--- config.mk ---
export PLATFORM = sky130hd
export DESIGN_NAME = telnet_console_input_filter_core
export DESIGN_NICKNAME = d
export VERILOG_FILES = /design/src/design/tcif_pkg.sv /design/src/design/telnet_console_input_filter_core.sv /design/src/design/tcif_ram.sv /design/src/design/tcif_queue.sv /design/src/design/tcif_front.sv /design/src/design/tcif_back.sv
export VERILOG_INCLUDE_DIRS = /design/src /design/src/design
export SDC_FILE = /design/constraint.sdc
export NUM_CORES = 2
export LEC_CHECK = 0
export BUFFER_PORTS_ARGS = -buffer_cell sky130_fd_sc_hd__buf_4
export CAP_MARGIN = 40
export CORE_AREA = 2 2 393 395
export CTS_BUF_LIST = sky130_fd_sc_hd__clkbuf_4
export CTS_CLUSTER_DIAMETER = 50
export CTS_CLUSTER_SIZE = 25
export DETAILED_ROUTE_END_ITERATION = 8
export DIE_AREA = 0 0 395 397
export GPL_ROUTABILITY_DRIVEN = 0
export PLACE_DENSITY = 0.78
export SLEW_MARGIN = 20
export SYNTH_ARGS = -nofsm -noshare
export SYNTH_HDL_FRONTEND = slang
export SYNTH_SLANG_ARGS = --single-unit
export TNS_END_PERCENT = 50
--- constraint.sdc ---
create_clock -name clock -period 13.2 [get_ports clock]
set_clock_uncertainty 0.1 [all_clocks]
set_input_delay 2.64 -clock clock [delete_from_list [all_inputs] [get_ports clock]]
set_output_delay 2.64 -clock clock [all_outputs]
set_load 0.01 [all_outputs]
--- src/design/telnet_console_input_filter_core_defines.svh ---
// ----------------------------------------------------------------------------
// Assertion macros for the console input filter
// Build with NO_ASSERTIONS defined to drop every check.
// ----------------------------------------------------------------------------
`ifndef TELNET_CONSOLE_INPUT_FILTER_CORE_DEFINES_SVH
`define TELNET_CONSOLE_INPUT_FILTER_CORE_DEFINES_SVH

`ifndef NO_ASSERTIONS
// checked outside reset only
`define TCIF_ASSERT(name, clk, rst, prop, msg) \
   name: assert property (@(posedge clk) disable iff (rst) prop) else $error(msg);
// checked on every edge, reset included
`define TCIF_ASSERT_ALWAYS(name, clk, prop, msg) \
   name: assert property (@(posedge clk) prop) else $error(msg);
`else
`define TCIF_ASSERT(name, clk, rst, prop, msg)
`define TCIF_ASSERT_ALWAYS(name, clk, prop, msg)
`endif

`endif

--- src/design/tcif_pkg.sv ---
// ----------------------------------------------------------------------------
// tcif_pkg
// Types and byte codes shared by the console input filter modules.
// ----------------------------------------------------------------------------
package tcif_pkg;

   typedef struct packed {
      logic       kind;
      logic [7:0] line_byte;
   } req_type;

   typedef struct packed {
      logic       out_kind;
      logic [7:0] out_byte;
      logic       read_valid;
      logic       last;
      logic       fifo_nonempty;
   } rsp_type;

   localparam logic KIND_LINE = 1'b0;
   localparam logic KIND_READ = 1'b1;

   localparam logic [7:0] B_NUL   = 8'h00;
   localparam logic [7:0] B_LF    = 8'h0a;
   localparam logic [7:0] B_ESC   = 8'h1b;
   localparam logic [7:0] B_RC1   = 8'h1d;
   localparam logic [7:0] B_RC2   = 8'hb3;
   localparam logic [7:0] B_LBRK  = 8'h5b;
   localparam logic [7:0] B_UP    = 8'h41;
   localparam logic [7:0] B_DOWN  = 8'h42;
   localparam logic [7:0] B_RIGHT = 8'h43;
   localparam logic [7:0] B_LEFT  = 8'h44;
   localparam logic [7:0] K_UP    = 8'd16;
   localparam logic [7:0] K_DOWN  = 8'd14;
   localparam logic [7:0] K_RIGHT = 8'd6;
   localparam logic [7:0] K_LEFT  = 8'd2;

   localparam logic [7:0] T_IAC   = 8'd255;
   localparam logic [7:0] T_DONT  = 8'd254;
   localparam logic [7:0] T_DO    = 8'd253;
   localparam logic [7:0] T_WONT  = 8'd252;
   localparam logic [7:0] T_WILL  = 8'd251;
   localparam logic [7:0] T_SB    = 8'd250;
   localparam logic [7:0] T_SE    = 8'd240;
   localparam logic [7:0] T_TTYPE = 8'd24;
   localparam logic [7:0] T_SEND  = 8'd1;
   localparam logic [7:0] T_IS    = 8'd0;

   localparam int          TTYPE_LEN  = 6;
   localparam logic [2:0]  TTYPE_LAST = 3'(TTYPE_LEN - 1);

   // work queue between parser and FIFO engine
   localparam int Q_DEPTH = 4;
   localparam int Q_AW    = 2;

   typedef enum logic [1:0] {
      OP_PUSH,
      OP_READ,
      OP_TTYPE
   } op_type;

   typedef struct packed {
      op_type          op;
      logic [1:0]      cnt;   // bytes to store for OP_PUSH, 1 to 3
      logic [2:0][7:0] data;  // data[0] is stored first
   } work_type;

   // IAC SB TTYPE SEND IAC SE
   function automatic logic [7:0] ttype_byte(input logic [2:0] idx);
      logic [7:0] b;
      case (idx)
         3'd0:    b = T_IAC;
         3'd1:    b = T_SB;
         3'd2:    b = T_TTYPE;
         3'd3:    b = T_SEND;
         3'd4:    b = T_IAC;
         default: b = T_SE;
      endcase
      return b;
   endfunction

endpackage

--- src/design/telnet_console_input_filter_core.sv ---
// ----------------------------------------------------------------------------
// telnet_console_input_filter_core
// Console input filter: telnet IAC stripping, VT100 arrow mapping, ring FIFO.
// Items enter one per cycle into a 4-entry work queue until it fills.
// The FIFO engine pops an entry when idle, then stores or drops its bytes, serves
// a read or sends the terminal-type request, reads and that request waiting on result
// stalls; a read reply passes the RAM read and result registers, on an empty FIFO only the latter.
// Synchronous reset clears parser, indices, queue and result stage; no RAM clear.
// ----------------------------------------------------------------------------
module telnet_console_input_filter_core #(
   parameter int FIFO_DEPTH = 256
) (
   input  logic              clock,
   input  logic              reset,
   input  logic              req_valid,
   output logic              req_ready,
   input  tcif_pkg::req_type req_data,
   output logic              rsp_valid,
   input  logic              rsp_ready,
   output tcif_pkg::rsp_type rsp_data,
   input  logic              csr_valid,
   output logic              csr_ready,
   input  logic              csr_data
);

   logic               q_push;
   logic               q_full;
   logic               q_pop;
   logic               q_valid;
   tcif_pkg::work_type q_entry;
   tcif_pkg::work_type q_head;

   assign csr_ready = 1'b1;

   tcif_front u_front (
      .clock    (clock),
      .reset    (reset),
      .req_valid(req_valid),
      .req_ready(req_ready),
      .req_data (req_data),
      .csr_valid(csr_valid),
      .csr_data (csr_data),
      .q_push   (q_push),
      .q_entry  (q_entry),
      .q_full   (q_full)
   );

   tcif_queue u_queue (
      .clock     (clock),
      .reset     (reset),
      .push      (q_push),
      .push_entry(q_entry),
      .full      (q_full),
      .pop       (q_pop),
      .head      (q_head),
      .head_valid(q_valid)
   );

   tcif_back #(
      .FIFO_DEPTH(FIFO_DEPTH)
   ) u_back (
      .clock    (clock),
      .reset    (reset),
      .q_head   (q_head),
      .q_valid  (q_valid),
      .q_pop    (q_pop),
      .rsp_valid(rsp_valid),
      .rsp_ready(rsp_ready),
      .rsp_data (rsp_data)
   );

endmodule

--- src/design/tcif_ram.sv ---
// ----------------------------------------------------------------------------
// tcif_ram
// Simple dual-port RAM, one write and one read port, registered read data.
// ----------------------------------------------------------------------------
module tcif_ram #(
   parameter int WIDTH = 8,
   parameter int DEPTH = 256
) (
   input  logic                     clock,
   input  logic                     wr_en,
   input  logic [$clog2(DEPTH)-1:0] wr_addr,
   input  logic [WIDTH-1:0]         wr_data,
   input  logic                     rd_en,
   input  logic [$clog2(DEPTH)-1:0] rd_addr,
   output logic [WIDTH-1:0]         rd_data
);

   logic [WIDTH-1:0] mem [DEPTH];
   logic [WIDTH-1:0] rd_data_ff;

   always_ff @(posedge clock) begin
      if (wr_en) begin
         mem[wr_addr] <= wr_data;
      end
      if (rd_en) begin
         rd_data_ff <= mem[rd_addr];
      end
   end

   assign rd_data = rd_data_ff;

endmodule

--- src/design/tcif_queue.sv ---
// ----------------------------------------------------------------------------
// tcif_queue
// Small work queue that decouples the parser from the FIFO engine.
// ----------------------------------------------------------------------------
`include "telnet_console_input_filter_core_defines.svh"

module tcif_queue (
   input  logic               clock,
   input  logic               reset,
   input  logic               push,
   input  tcif_pkg::work_type push_entry,
   output logic               full,
   input  logic               pop,
   output tcif_pkg::work_type head,
   output logic               head_valid
);

   tcif_pkg::work_type        entry_ff [tcif_pkg::Q_DEPTH];
   logic [tcif_pkg::Q_AW-1:0] wr_ptr_ff, wr_ptr_in;
   logic [tcif_pkg::Q_AW-1:0] rd_ptr_ff, rd_ptr_in;
   logic [tcif_pkg::Q_AW:0]   count_ff, count_in;

   assign full       = (count_ff == (tcif_pkg::Q_AW + 1)'(tcif_pkg::Q_DEPTH));
   assign head_valid = (count_ff != '0);
   assign head       = entry_ff[rd_ptr_ff];

   always_comb begin
      wr_ptr_in = push ? wr_ptr_ff + 1'b1 : wr_ptr_ff;
      rd_ptr_in = pop  ? rd_ptr_ff + 1'b1 : rd_ptr_ff;
      count_in  = count_ff;
      if (push && !pop) begin
         count_in = count_ff + 1'b1;
      end else if (pop && !push) begin
         count_in = count_ff - 1'b1;
      end
   end

   always_ff @(posedge clock) begin
      if (reset) begin
         wr_ptr_ff <= '0;
         rd_ptr_ff <= '0;
         count_ff  <= '0;
      end else begin
         wr_ptr_ff <= wr_ptr_in;
         rd_ptr_ff <= rd_ptr_in;
         count_ff  <= count_in;
      end
      if (push) begin
         entry_ff[wr_ptr_ff] <= push_entry;
      end
   end

   `TCIF_ASSERT(a_no_push_full, clock, reset, push |-> !full, "push into full work queue")
   `TCIF_ASSERT(a_no_pop_empty, clock, reset, pop |-> head_valid, "pop from empty work queue")
   `TCIF_ASSERT(a_count_bound, clock, reset, count_ff <= (tcif_pkg::Q_AW + 1)'(tcif_pkg::Q_DEPTH), "work queue count overflow")

endmodule

--- src/design/tcif_front.sv ---
// ----------------------------------------------------------------------------
// tcif_front
// Accepts requests, holds the terminal-support register and the escape /
// telnet parser, and turns the items it keeps into work entries for the back end.
// ----------------------------------------------------------------------------
module tcif_front (
   input  logic               clock,
   input  logic               reset,
   input  logic               req_valid,
   output logic               req_ready,
   input  tcif_pkg::req_type  req_data,
   input  logic               csr_valid,
   input  logic               csr_data,
   output logic               q_push,
   output tcif_pkg::work_type q_entry,
   input  logic               q_full
);

   typedef enum logic [3:0] {
      PS_TEXT,
      PS_ESC,
      PS_CSI,
      PS_REMOTE,
      PS_TEL,
      PS_TEL_OPT,
      PS_SB_OPT,
      PS_SB_QUAL,
      PS_SB_NAME,
      PS_SKIP
   } parse_type;

   parse_type  state_ff, state_in;
   logic [7:0] cmd_ff, cmd_in;
   logic [7:0] opt_ff, opt_in;
   logic       term_ff;
   logic       accept;
   logic [7:0] c;

   assign req_ready = !q_full;
   assign accept    = req_valid && req_ready;
   assign c         = req_data.line_byte;

   always_comb begin
      state_in = state_ff;
      cmd_in   = cmd_ff;
      opt_in   = opt_ff;
      q_push   = 1'b0;
      q_entry  = '{op: tcif_pkg::OP_PUSH, cnt: 2'd1, data: '0};
      q_entry.data[0] = c;

      if (accept) begin
         if (req_data.kind == tcif_pkg::KIND_READ) begin
            q_push     = 1'b1;
            q_entry.op = tcif_pkg::OP_READ;
         end else if (!term_ff) begin
            // raw mode: parser state held
            q_push = 1'b1;
         end else begin
            unique case (state_ff)
               PS_TEXT: begin
                  if (c == tcif_pkg::B_ESC) begin
                     state_in = PS_ESC;
                  end else if (c == tcif_pkg::B_RC1 || c == tcif_pkg::B_RC2) begin
                     state_in = PS_REMOTE;
                  end else if (c == tcif_pkg::T_IAC) begin
                     state_in = PS_TEL;
                  end else if (c != tcif_pkg::B_NUL && c != tcif_pkg::B_LF) begin
                     q_push = 1'b1;
                  end
               end
               PS_ESC: begin
                  if (c == tcif_pkg::B_LBRK) begin
                     state_in = PS_CSI;
                  end else begin
                     q_push          = 1'b1;
                     q_entry.cnt     = 2'd2;
                     q_entry.data[0] = tcif_pkg::B_ESC;
                     q_entry.data[1] = c;
                     state_in        = PS_TEXT;
                  end
               end
               PS_CSI: begin
                  q_push   = 1'b1;
                  state_in = PS_TEXT;
                  case (c)
                     tcif_pkg::B_UP:    q_entry.data[0] = tcif_pkg::K_UP;
                     tcif_pkg::B_DOWN:  q_entry.data[0] = tcif_pkg::K_DOWN;
                     tcif_pkg::B_RIGHT: q_entry.data[0] = tcif_pkg::K_RIGHT;
                     tcif_pkg::B_LEFT:  q_entry.data[0] = tcif_pkg::K_LEFT;
                     default: begin
                        // unknown sequence is stored as ESC '[' c
                        q_entry.cnt     = 2'd3;
                        q_entry.data[0] = tcif_pkg::B_ESC;
                        q_entry.data[1] = tcif_pkg::B_LBRK;
                        q_entry.data[2] = c;
                     end
                  endcase
               end
               PS_REMOTE: begin
                  state_in = PS_TEXT;
               end
               PS_TEL: begin
                  cmd_in = c;
                  if (c inside {tcif_pkg::T_WILL, tcif_pkg::T_WONT,
                                tcif_pkg::T_DO, tcif_pkg::T_DONT}) begin
                     state_in = PS_TEL_OPT;
                  end else if (c == tcif_pkg::T_SB) begin
                     state_in = PS_SB_OPT;
                  end else begin
                     q_push   = (c == tcif_pkg::T_IAC);
                     state_in = PS_TEXT;
                  end
               end
               PS_TEL_OPT: begin
                  opt_in     = c;
                  state_in   = PS_TEXT;
                  q_push     = (cmd_ff == tcif_pkg::T_WILL) && (c == tcif_pkg::T_TTYPE);
                  q_entry.op = tcif_pkg::OP_TTYPE;
               end
               PS_SB_OPT: begin
                  opt_in   = c;
                  state_in = PS_SB_QUAL;
               end
               PS_SB_QUAL: begin
                  state_in = (opt_ff == tcif_pkg::T_TTYPE && c == tcif_pkg::T_IS) ?
                             PS_SB_NAME : PS_SKIP;
               end
               PS_SB_NAME: begin
                  state_in = PS_SKIP;
               end
               PS_SKIP: begin
                  if (c == tcif_pkg::T_IAC) begin
                     state_in = PS_TEL;
                  end
               end
               default: begin
                  state_in = PS_TEXT;
               end
            endcase
         end
      end
   end

   always_ff @(posedge clock) begin
      if (reset) begin
         state_ff <= PS_TEXT;
         cmd_ff   <= '0;
         opt_ff   <= '0;
         term_ff  <= 1'b0;
      end else begin
         state_ff <= state_in;
         cmd_ff   <= cmd_in;
         opt_ff   <= opt_in;
         if (csr_valid) begin
            term_ff <= csr_data;
         end
      end
   end

endmodule

--- src/design/tcif_back.sv ---
// ----------------------------------------------------------------------------
// tcif_back
// Executes work entries: stores bytes in the ring FIFO, serves reads and
// sends the terminal-type request, through a registered result stage.
// ----------------------------------------------------------------------------
`include "telnet_console_input_filter_core_defines.svh"

module tcif_back #(
   parameter int FIFO_DEPTH = 256
) (
   input  logic               clock,
   input  logic               reset,
   input  tcif_pkg::work_type q_head,
   input  logic               q_valid,
   output logic               q_pop,
   output logic               rsp_valid,
   input  logic               rsp_ready,
   output tcif_pkg::rsp_type  rsp_data
);

   localparam int AW = $clog2(FIFO_DEPTH);

   typedef enum logic [2:0] {
      B_IDLE,
      B_PUSH,
      B_READ,
      B_RDATA,
      B_TTYPE
   } back_type;

   back_type           state_ff, state_in;
   tcif_pkg::work_type work_ff, work_in;
   logic [2:0]         idx_ff, idx_in;
   logic [AW-1:0]      wr_ff, wr_in;
   logic [AW-1:0]      rd_ff, rd_in;
   logic               rsp_valid_ff, rsp_valid_in;
   tcif_pkg::rsp_type  rsp_data_ff, rsp_data_in;
   logic [AW-1:0]      wr_next, rd_next;
   logic               slot_free;
   logic               ram_we, ram_re;
   logic [7:0]         ram_q;

   assign wr_next   = (wr_ff == AW'(FIFO_DEPTH - 1)) ? '0 : wr_ff + 1'b1;
   assign rd_next   = (rd_ff == AW'(FIFO_DEPTH - 1)) ? '0 : rd_ff + 1'b1;
   assign slot_free = !rsp_valid_ff || rsp_ready;

   always_comb begin
      state_in     = state_ff;
      work_in      = work_ff;
      idx_in       = idx_ff;
      wr_in        = wr_ff;
      rd_in        = rd_ff;
      rsp_valid_in = rsp_valid_ff && !rsp_ready;
      rsp_data_in  = rsp_data_ff;
      q_pop        = 1'b0;
      ram_we       = 1'b0;
      ram_re       = 1'b0;

      unique case (state_ff)
         B_IDLE: begin
            if (q_valid) begin
               q_pop   = 1'b1;
               work_in = q_head;
               idx_in  = '0;
               case (q_head.op)
                  tcif_pkg::OP_PUSH:  state_in = B_PUSH;
                  tcif_pkg::OP_READ:  state_in = B_READ;
                  tcif_pkg::OP_TTYPE: state_in = B_TTYPE;
                  default:            state_in = B_IDLE;
               endcase
            end
         end
         B_PUSH: begin
            // one byte a cycle, dropped silently when full
            if (wr_next != rd_ff) begin
               ram_we = 1'b1;
               wr_in  = wr_next;
            end
            if (idx_ff[1:0] == work_ff.cnt - 2'd1) begin
               state_in = B_IDLE;
            end else begin
               idx_in = idx_ff + 3'd1;
            end
         end
         B_READ: begin
            if (slot_free) begin
               if (rd_ff == wr_ff) begin
                  rsp_valid_in = 1'b1;
                  rsp_data_in  = '{out_kind: 1'b1, out_byte: 8'd0, read_valid: 1'b0,
                                   last: 1'b1, fifo_nonempty: 1'b0};
                  state_in     = B_IDLE;
               end else begin
                  ram_re   = 1'b1;
                  rd_in    = rd_next;
                  state_in = B_RDATA;
               end
            end
         end
         B_RDATA: begin
            // slot was freed on entry here
            rsp_valid_in = 1'b1;
            rsp_data_in  = '{out_kind: 1'b1, out_byte: ram_q, read_valid: 1'b1,
                             last: 1'b1, fifo_nonempty: (rd_ff != wr_ff)};
            state_in     = B_IDLE;
         end
         B_TTYPE: begin
            if (slot_free) begin
               rsp_valid_in = 1'b1;
               rsp_data_in  = '{out_kind: 1'b0, out_byte: tcif_pkg::ttype_byte(idx_ff),
                                read_valid: 1'b0, last: (idx_ff == tcif_pkg::TTYPE_LAST),
                                fifo_nonempty: (rd_ff != wr_ff)};
               if (idx_ff == tcif_pkg::TTYPE_LAST) begin
                  state_in = B_IDLE;
               end else begin
                  idx_in = idx_ff + 3'd1;
               end
            end
         end
         default: begin
            state_in = B_IDLE;
         end
      endcase
   end

   always_ff @(posedge clock) begin
      if (reset) begin
         state_ff     <= B_IDLE;
         idx_ff       <= '0;
         wr_ff        <= '0;
         rd_ff        <= '0;
         rsp_valid_ff <= 1'b0;
      end else begin
         state_ff     <= state_in;
         idx_ff       <= idx_in;
         wr_ff        <= wr_in;
         rd_ff        <= rd_in;
         rsp_valid_ff <= rsp_valid_in;
      end
      work_ff     <= work_in;
      rsp_data_ff <= rsp_data_in;
   end

   tcif_ram #(
      .WIDTH(8),
      .DEPTH(FIFO_DEPTH)
   ) u_fifo_ram (
      .clock  (clock),
      .wr_en  (ram_we),
      .wr_addr(wr_ff),
      .wr_data(work_ff.data[idx_ff[1:0]]),
      .rd_en  (ram_re),
      .rd_addr(rd_ff),
      .rd_data(ram_q)
   );

   assign rsp_valid = rsp_valid_ff;
   assign rsp_data  = rsp_data_ff;

   `TCIF_ASSERT(a_rdata_slot_empty, clock, reset, (state_ff == B_RDATA) |-> !rsp_valid_ff, "read data arrives with result stage occupied")
   `TCIF_ASSERT(a_no_write_full, clock, reset, ram_we |-> (wr_next != rd_ff), "FIFO write while full")
   `TCIF_ASSERT_ALWAYS(a_reset_clears, clock, reset |=> !rsp_valid_ff, "result valid after reset")

endmodule
==> flow_metrics.env <==
export IMPL_outcome="complete, no violations"
export IMPL_drt_wl_total_um=227000
export IMPL_antenna_found_initial=14
export IMPL_routed_via_density=6.86
export IMPL_use_met2=0.429
export IMPL_final_cells=6826
export IMPL_dpl_cell_count=6465
export IMPL_num_rows=144
export IMPL_grt_max_degree=257
export IMPL_synth_largest_area_cell="edfxtp_1"
export IMPL_ctsRootBufferMaster="clkbuf_4"
export IMPL_power_frac_comb=0.167
export IMPL_finalSetupViolations=0
export IMPL_path_max_fanout=132
export IMPL_drive_gt1_frac=0.206
export IMPL_nFillCells=10100
export IMPL_holdWs_ns=0.368
export IMPL_internal_power_mw=11.1
export IMPL_min_path_type="reg2reg"
export IMPL_crit_buf_inv=3
export IMPL_net_switching_power_mw=4.51
export IMPL_ctsHoldBuffers=0
export IMPL_cp_data_required_time_ns=14.15
export IMPL_netlist_area_sq_mm=0.0897
export IMPL_syn_inst=4547
export IMPL_clk_insertion_delay_late_ns=1.34
export IMPL_cp_common_cell="buf_4"
export IMPL_final_antenna_net_count=0
export IMPL_worstPathCellList="buf_12 -> buf_4 -> buf_4 -> mux4_2 -> a22o_1 -> a221oi_1 -> o22ai_1 -> nor3_1 -> o32ai_1"
export IMPL_hold_violations=0
export IMPL_ys_async_sr_fraction=0
export IMPL_grt_pass1_vias=44900
export IMPL_vias=46900
export IMPL_synth_edff_count=2206
export IMPL_critPathLaunchType="flip-flop"
export IMPL_drc=0
export IMPL_synth_avg_cell_area_sq_um=19.7
export IMPL_vdd_ir_drop_worst_v=0.000299
export IMPL_initial_core_util=0.586
export IMPL_grt_setup_unrepaired="false"
export IMPL_gr_usage_met3=0.0849
export IMPL_period_share=0.432
export IMPL_crit_type="reg2reg"
export IMPL_grt_total_usage=0.289
export IMPL_relSlewSlack=0.295
export IMPL_io_buffer_count=28
export IMPL_core_area_sq_mm=0.153
export IMPL_ctsResizeCount=0
export IMPL_swShare=0.288
export IMPL_clock_sinks=2259
export IMPL_cp_top_family="buffers and inverters"
export IMPL_seqCellArea_sq_mm=0.0673
export IMPL_fmax_mhz=175
export IMPL_synthFlopType="edfxtp_1"
export IMPL_multi_input_area_sq_mm=0.0204
export IMPL_grt_pass1_wl_um=323000
export IMPL_power_frac_seq=0.613
export IMPL_cp_end_kind="flip-flop"
export IMPL_crit_slowest_cell="buf_4"
export IMPL_dp_hpwl_um=139000
export IMPL_drt_initial_drc_count=7280
export IMPL_numCtsBuffers=158
export IMPL_arrival_ns=6.65
export IMPL_htreeDepth=4
export IMPL_clk_pin_slew_ns=0.21
export IMPL_cts_tree="built"
export IMPL_finalCriticalPeriod_ns=5.70
export IMPL_drt_pass1_iter_count=8
export IMPL_drv_cap=0
export IMPL_grt_overflow_total=0
export IMPL_cts_setup_buffers=0
export IMPL_slew_violations=0
export IMPL_globalRoute_busiestLayer="met2"
export IMPL_synth_nets=4578
export IMPL_synth_top_area_share=0.739
export IMPL_clk_path_buf_depth=3
export IMPL_synth_cell_types=101
export IMPL_synth_seq_cells=2259
export IMPL_ys_warn_count=0
export IMPL_die_x_um=395
export IMPL_power_density_mw_per_mm2=164
export IMPL_leakage_nw=28.4
export IMPL_met1_usage=0.393
export IMPL_yosys_top_cells_area="edfxtp_1, mux4_2, mux2i_1"
export IMPL_seq_area_frac_synth=0.751
export IMPL_tns_ns=0
export IMPL_cp_slowest_stage_delay_ns=0.81
export IMPL_die_h_um=397
export IMPL_pwr_share_clk=0.221
export IMPL_fin_nets=4674
export IMPL_wl_per_cell_um=33.3
export IMPL_tightest_slew_ns=1.06
export IMPL_design_portCount=30
export IMPL_synthToLayoutAreaGrowth_pct=6.46
export IMPL_die_area_sq_mm=0.157
==> metrics by stage <==
step           cell area (sq um)  setup WS (ns)  power (mW)   util
6_report                   95500           7.50        15.6  0.624
5_1_grt                    95400           7.43        16.1  0.624
4_1_cts                    94700           7.36        15.5  0.619
3_5_place_dp               91900           7.40        12.2  0.601
3_3_place_gp               91400           7.27        12.0  0.597
2_1_floorplan              89700         0.0413        12.1      -
==> state kept, by name, summed over array words and instances, names as in the netlist, 2 cells and up, named ones only <==
name and count:
u_queue.entry_ff 112, u_queue.count_ff 3, u_back.u_fifo_ram.rd_data 8, u_back.work_ff 26, u_back.state_ff 3, u_queue.rd_ptr_ff 2, u_back.wr_ff 8, u_front.state_ff 4
u_front.opt_ff 8, u_back.idx_ff 3, u_front.cmd_ff 8, u_back.u_fifo_ram.mem 2048, u_back.rsp_data 12, u_queue.wr_ptr_ff 2, u_back.rd_ff 8
==> final timing paths <==
kind / slack [ns] / end / startpoint / depth (start not counted)
max: 7.50 / u_back.u_fifo_ram.rd_data[0]$_DFFE_PP_ / u_back.rd_ff[1]$_SDFFE_PP0P_ / 9
min: 0.37 / u_front.cmd_ff[3]$_SDFFE_PP0P_ / u_front.cmd_ff[3]$_SDFFE_PP0P_ / 2
min reg2reg: 0.37 / u_front.cmd_ff[3]$_SDFFE_PP0P_ / u_front.cmd_ff[3]$_SDFFE_PP0P_ / 2
max reg2reg: 7.50 / u_back.u_fifo_ram.rd_data[0]$_DFFE_PP_ / u_back.rd_ff[1]$_SDFFE_PP0P_ / 9
==> cells in the mapped netlist (all sizes together), types with 17 or more instances <==
| library cell | n |
|---|---|
| a211oi | 19 |
| a21oi | 99 |
| a221oi | 46 |
| a22oi | 63 |
| a31oi | 21 |
| and2 | 27 |
| buf | 179 |
| clkbuf | 102 |
| dfxtp | 53 |
| edfxtp | 2206 |
| inv | 24 |
| mux2i | 262 |
| mux4 | 450 |
| nand2 | 156 |
| nand2b | 17 |
| nand3 | 58 |
| nand4 | 18 |
| nor2 | 358 |
| o21ai | 68 |
| o22ai | 48 |
| xnor2 | 24 |
==> layer usage <==
metal / vias to the layer above / routed length (um)
met5: - / 144
met4: 18 / 13400
met3: 654 / 31000
met2: 3498 / 103000
met1: 23800 / 79000
li1: 18900 / -
==> cell usage in the layout, fill, tap and decap left out, types with 16 or more instances in the layout <==
cell type / count
edfxtp_1: 2206
mux4_2: 411
nor2_1: 353
mux2i_1: 262
buf_4: 173
clkbuf_4: 172
nand2_1: 156
a21oi_1: 96
a22oi_1: 63
o21ai_0: 57
o22ai_1: 48
nand3_1: 47
dfxtp_1: 46
a221oi_1: 45
mux4_1: 39
and2_1: 25
xnor2_1: 23
inv_1: 22
buf_16: 21
a31oi_1: 19
a211oi_1: 19
inv_8: 19
clkinv_8: 18
nand2b_1: 17
inv_6: 17
nand4_1: 16
==> layout make-up <==
| type | instances | area share |
|---|---|---|
| clock buffers | 172 | 0.0135 |
| multi-input cells | 1981 | 0.214 |
| diodes | 10 | 0.000262 |
| repair buffers | 218 | 0.0231 |
| clock inverters | 117 | 0.0160 |
| inverters | 25 | 0.000996 |
| well taps | 2044 | 0.0268 |
| flip-flops and latches | 2259 | 0.705 |
==> tightest hold or removal path, delay by kind of cell, from the launching register on <==
| kind | cells | cell delay [ns] |
|---|---|---|
| flops | 1 | 0.35 |
| compound gates | 1 | 0.05 |
| simple gates | 1 | 0.05 |
==> kinds of logic (layout without fill, tap and decap cells) <==
kind of cell               count (synthesis)  count (layout)  share of synthesized area
buffers and inverters                    307             532                     0.0232
AOI/OAI and AO/OA                        483             483                     0.0374
and+or+nand+nor                          728             728                     0.0381
xor gates and xnor gates                  30              30                    0.00301
DFF                                     2259            2259                      0.751
adders and majority gates                 16              16                    0.00232
other                                      1              11                  0.0000418
muxes                                    723             723                      0.145
==> power by group through the flow <==
| stage | Clock, mW | Sequential [mW] | Combinational [mW] |
|---|---|---|---|
| final | 3.45 | 9.58 | 2.60 |
| after global routing | 3.72 | 9.59 | 2.77 |
| after CTS | 3.48 | 9.60 | 2.43 |
| after detailed placement | 0 | 9.76 | 2.43 |
| after global placement | 0 | 9.77 | 2.18 |
| after floorplan | 0 | 10.9 | 1.18 |
No activity file was read; power rests on OpenSTA's default activity.
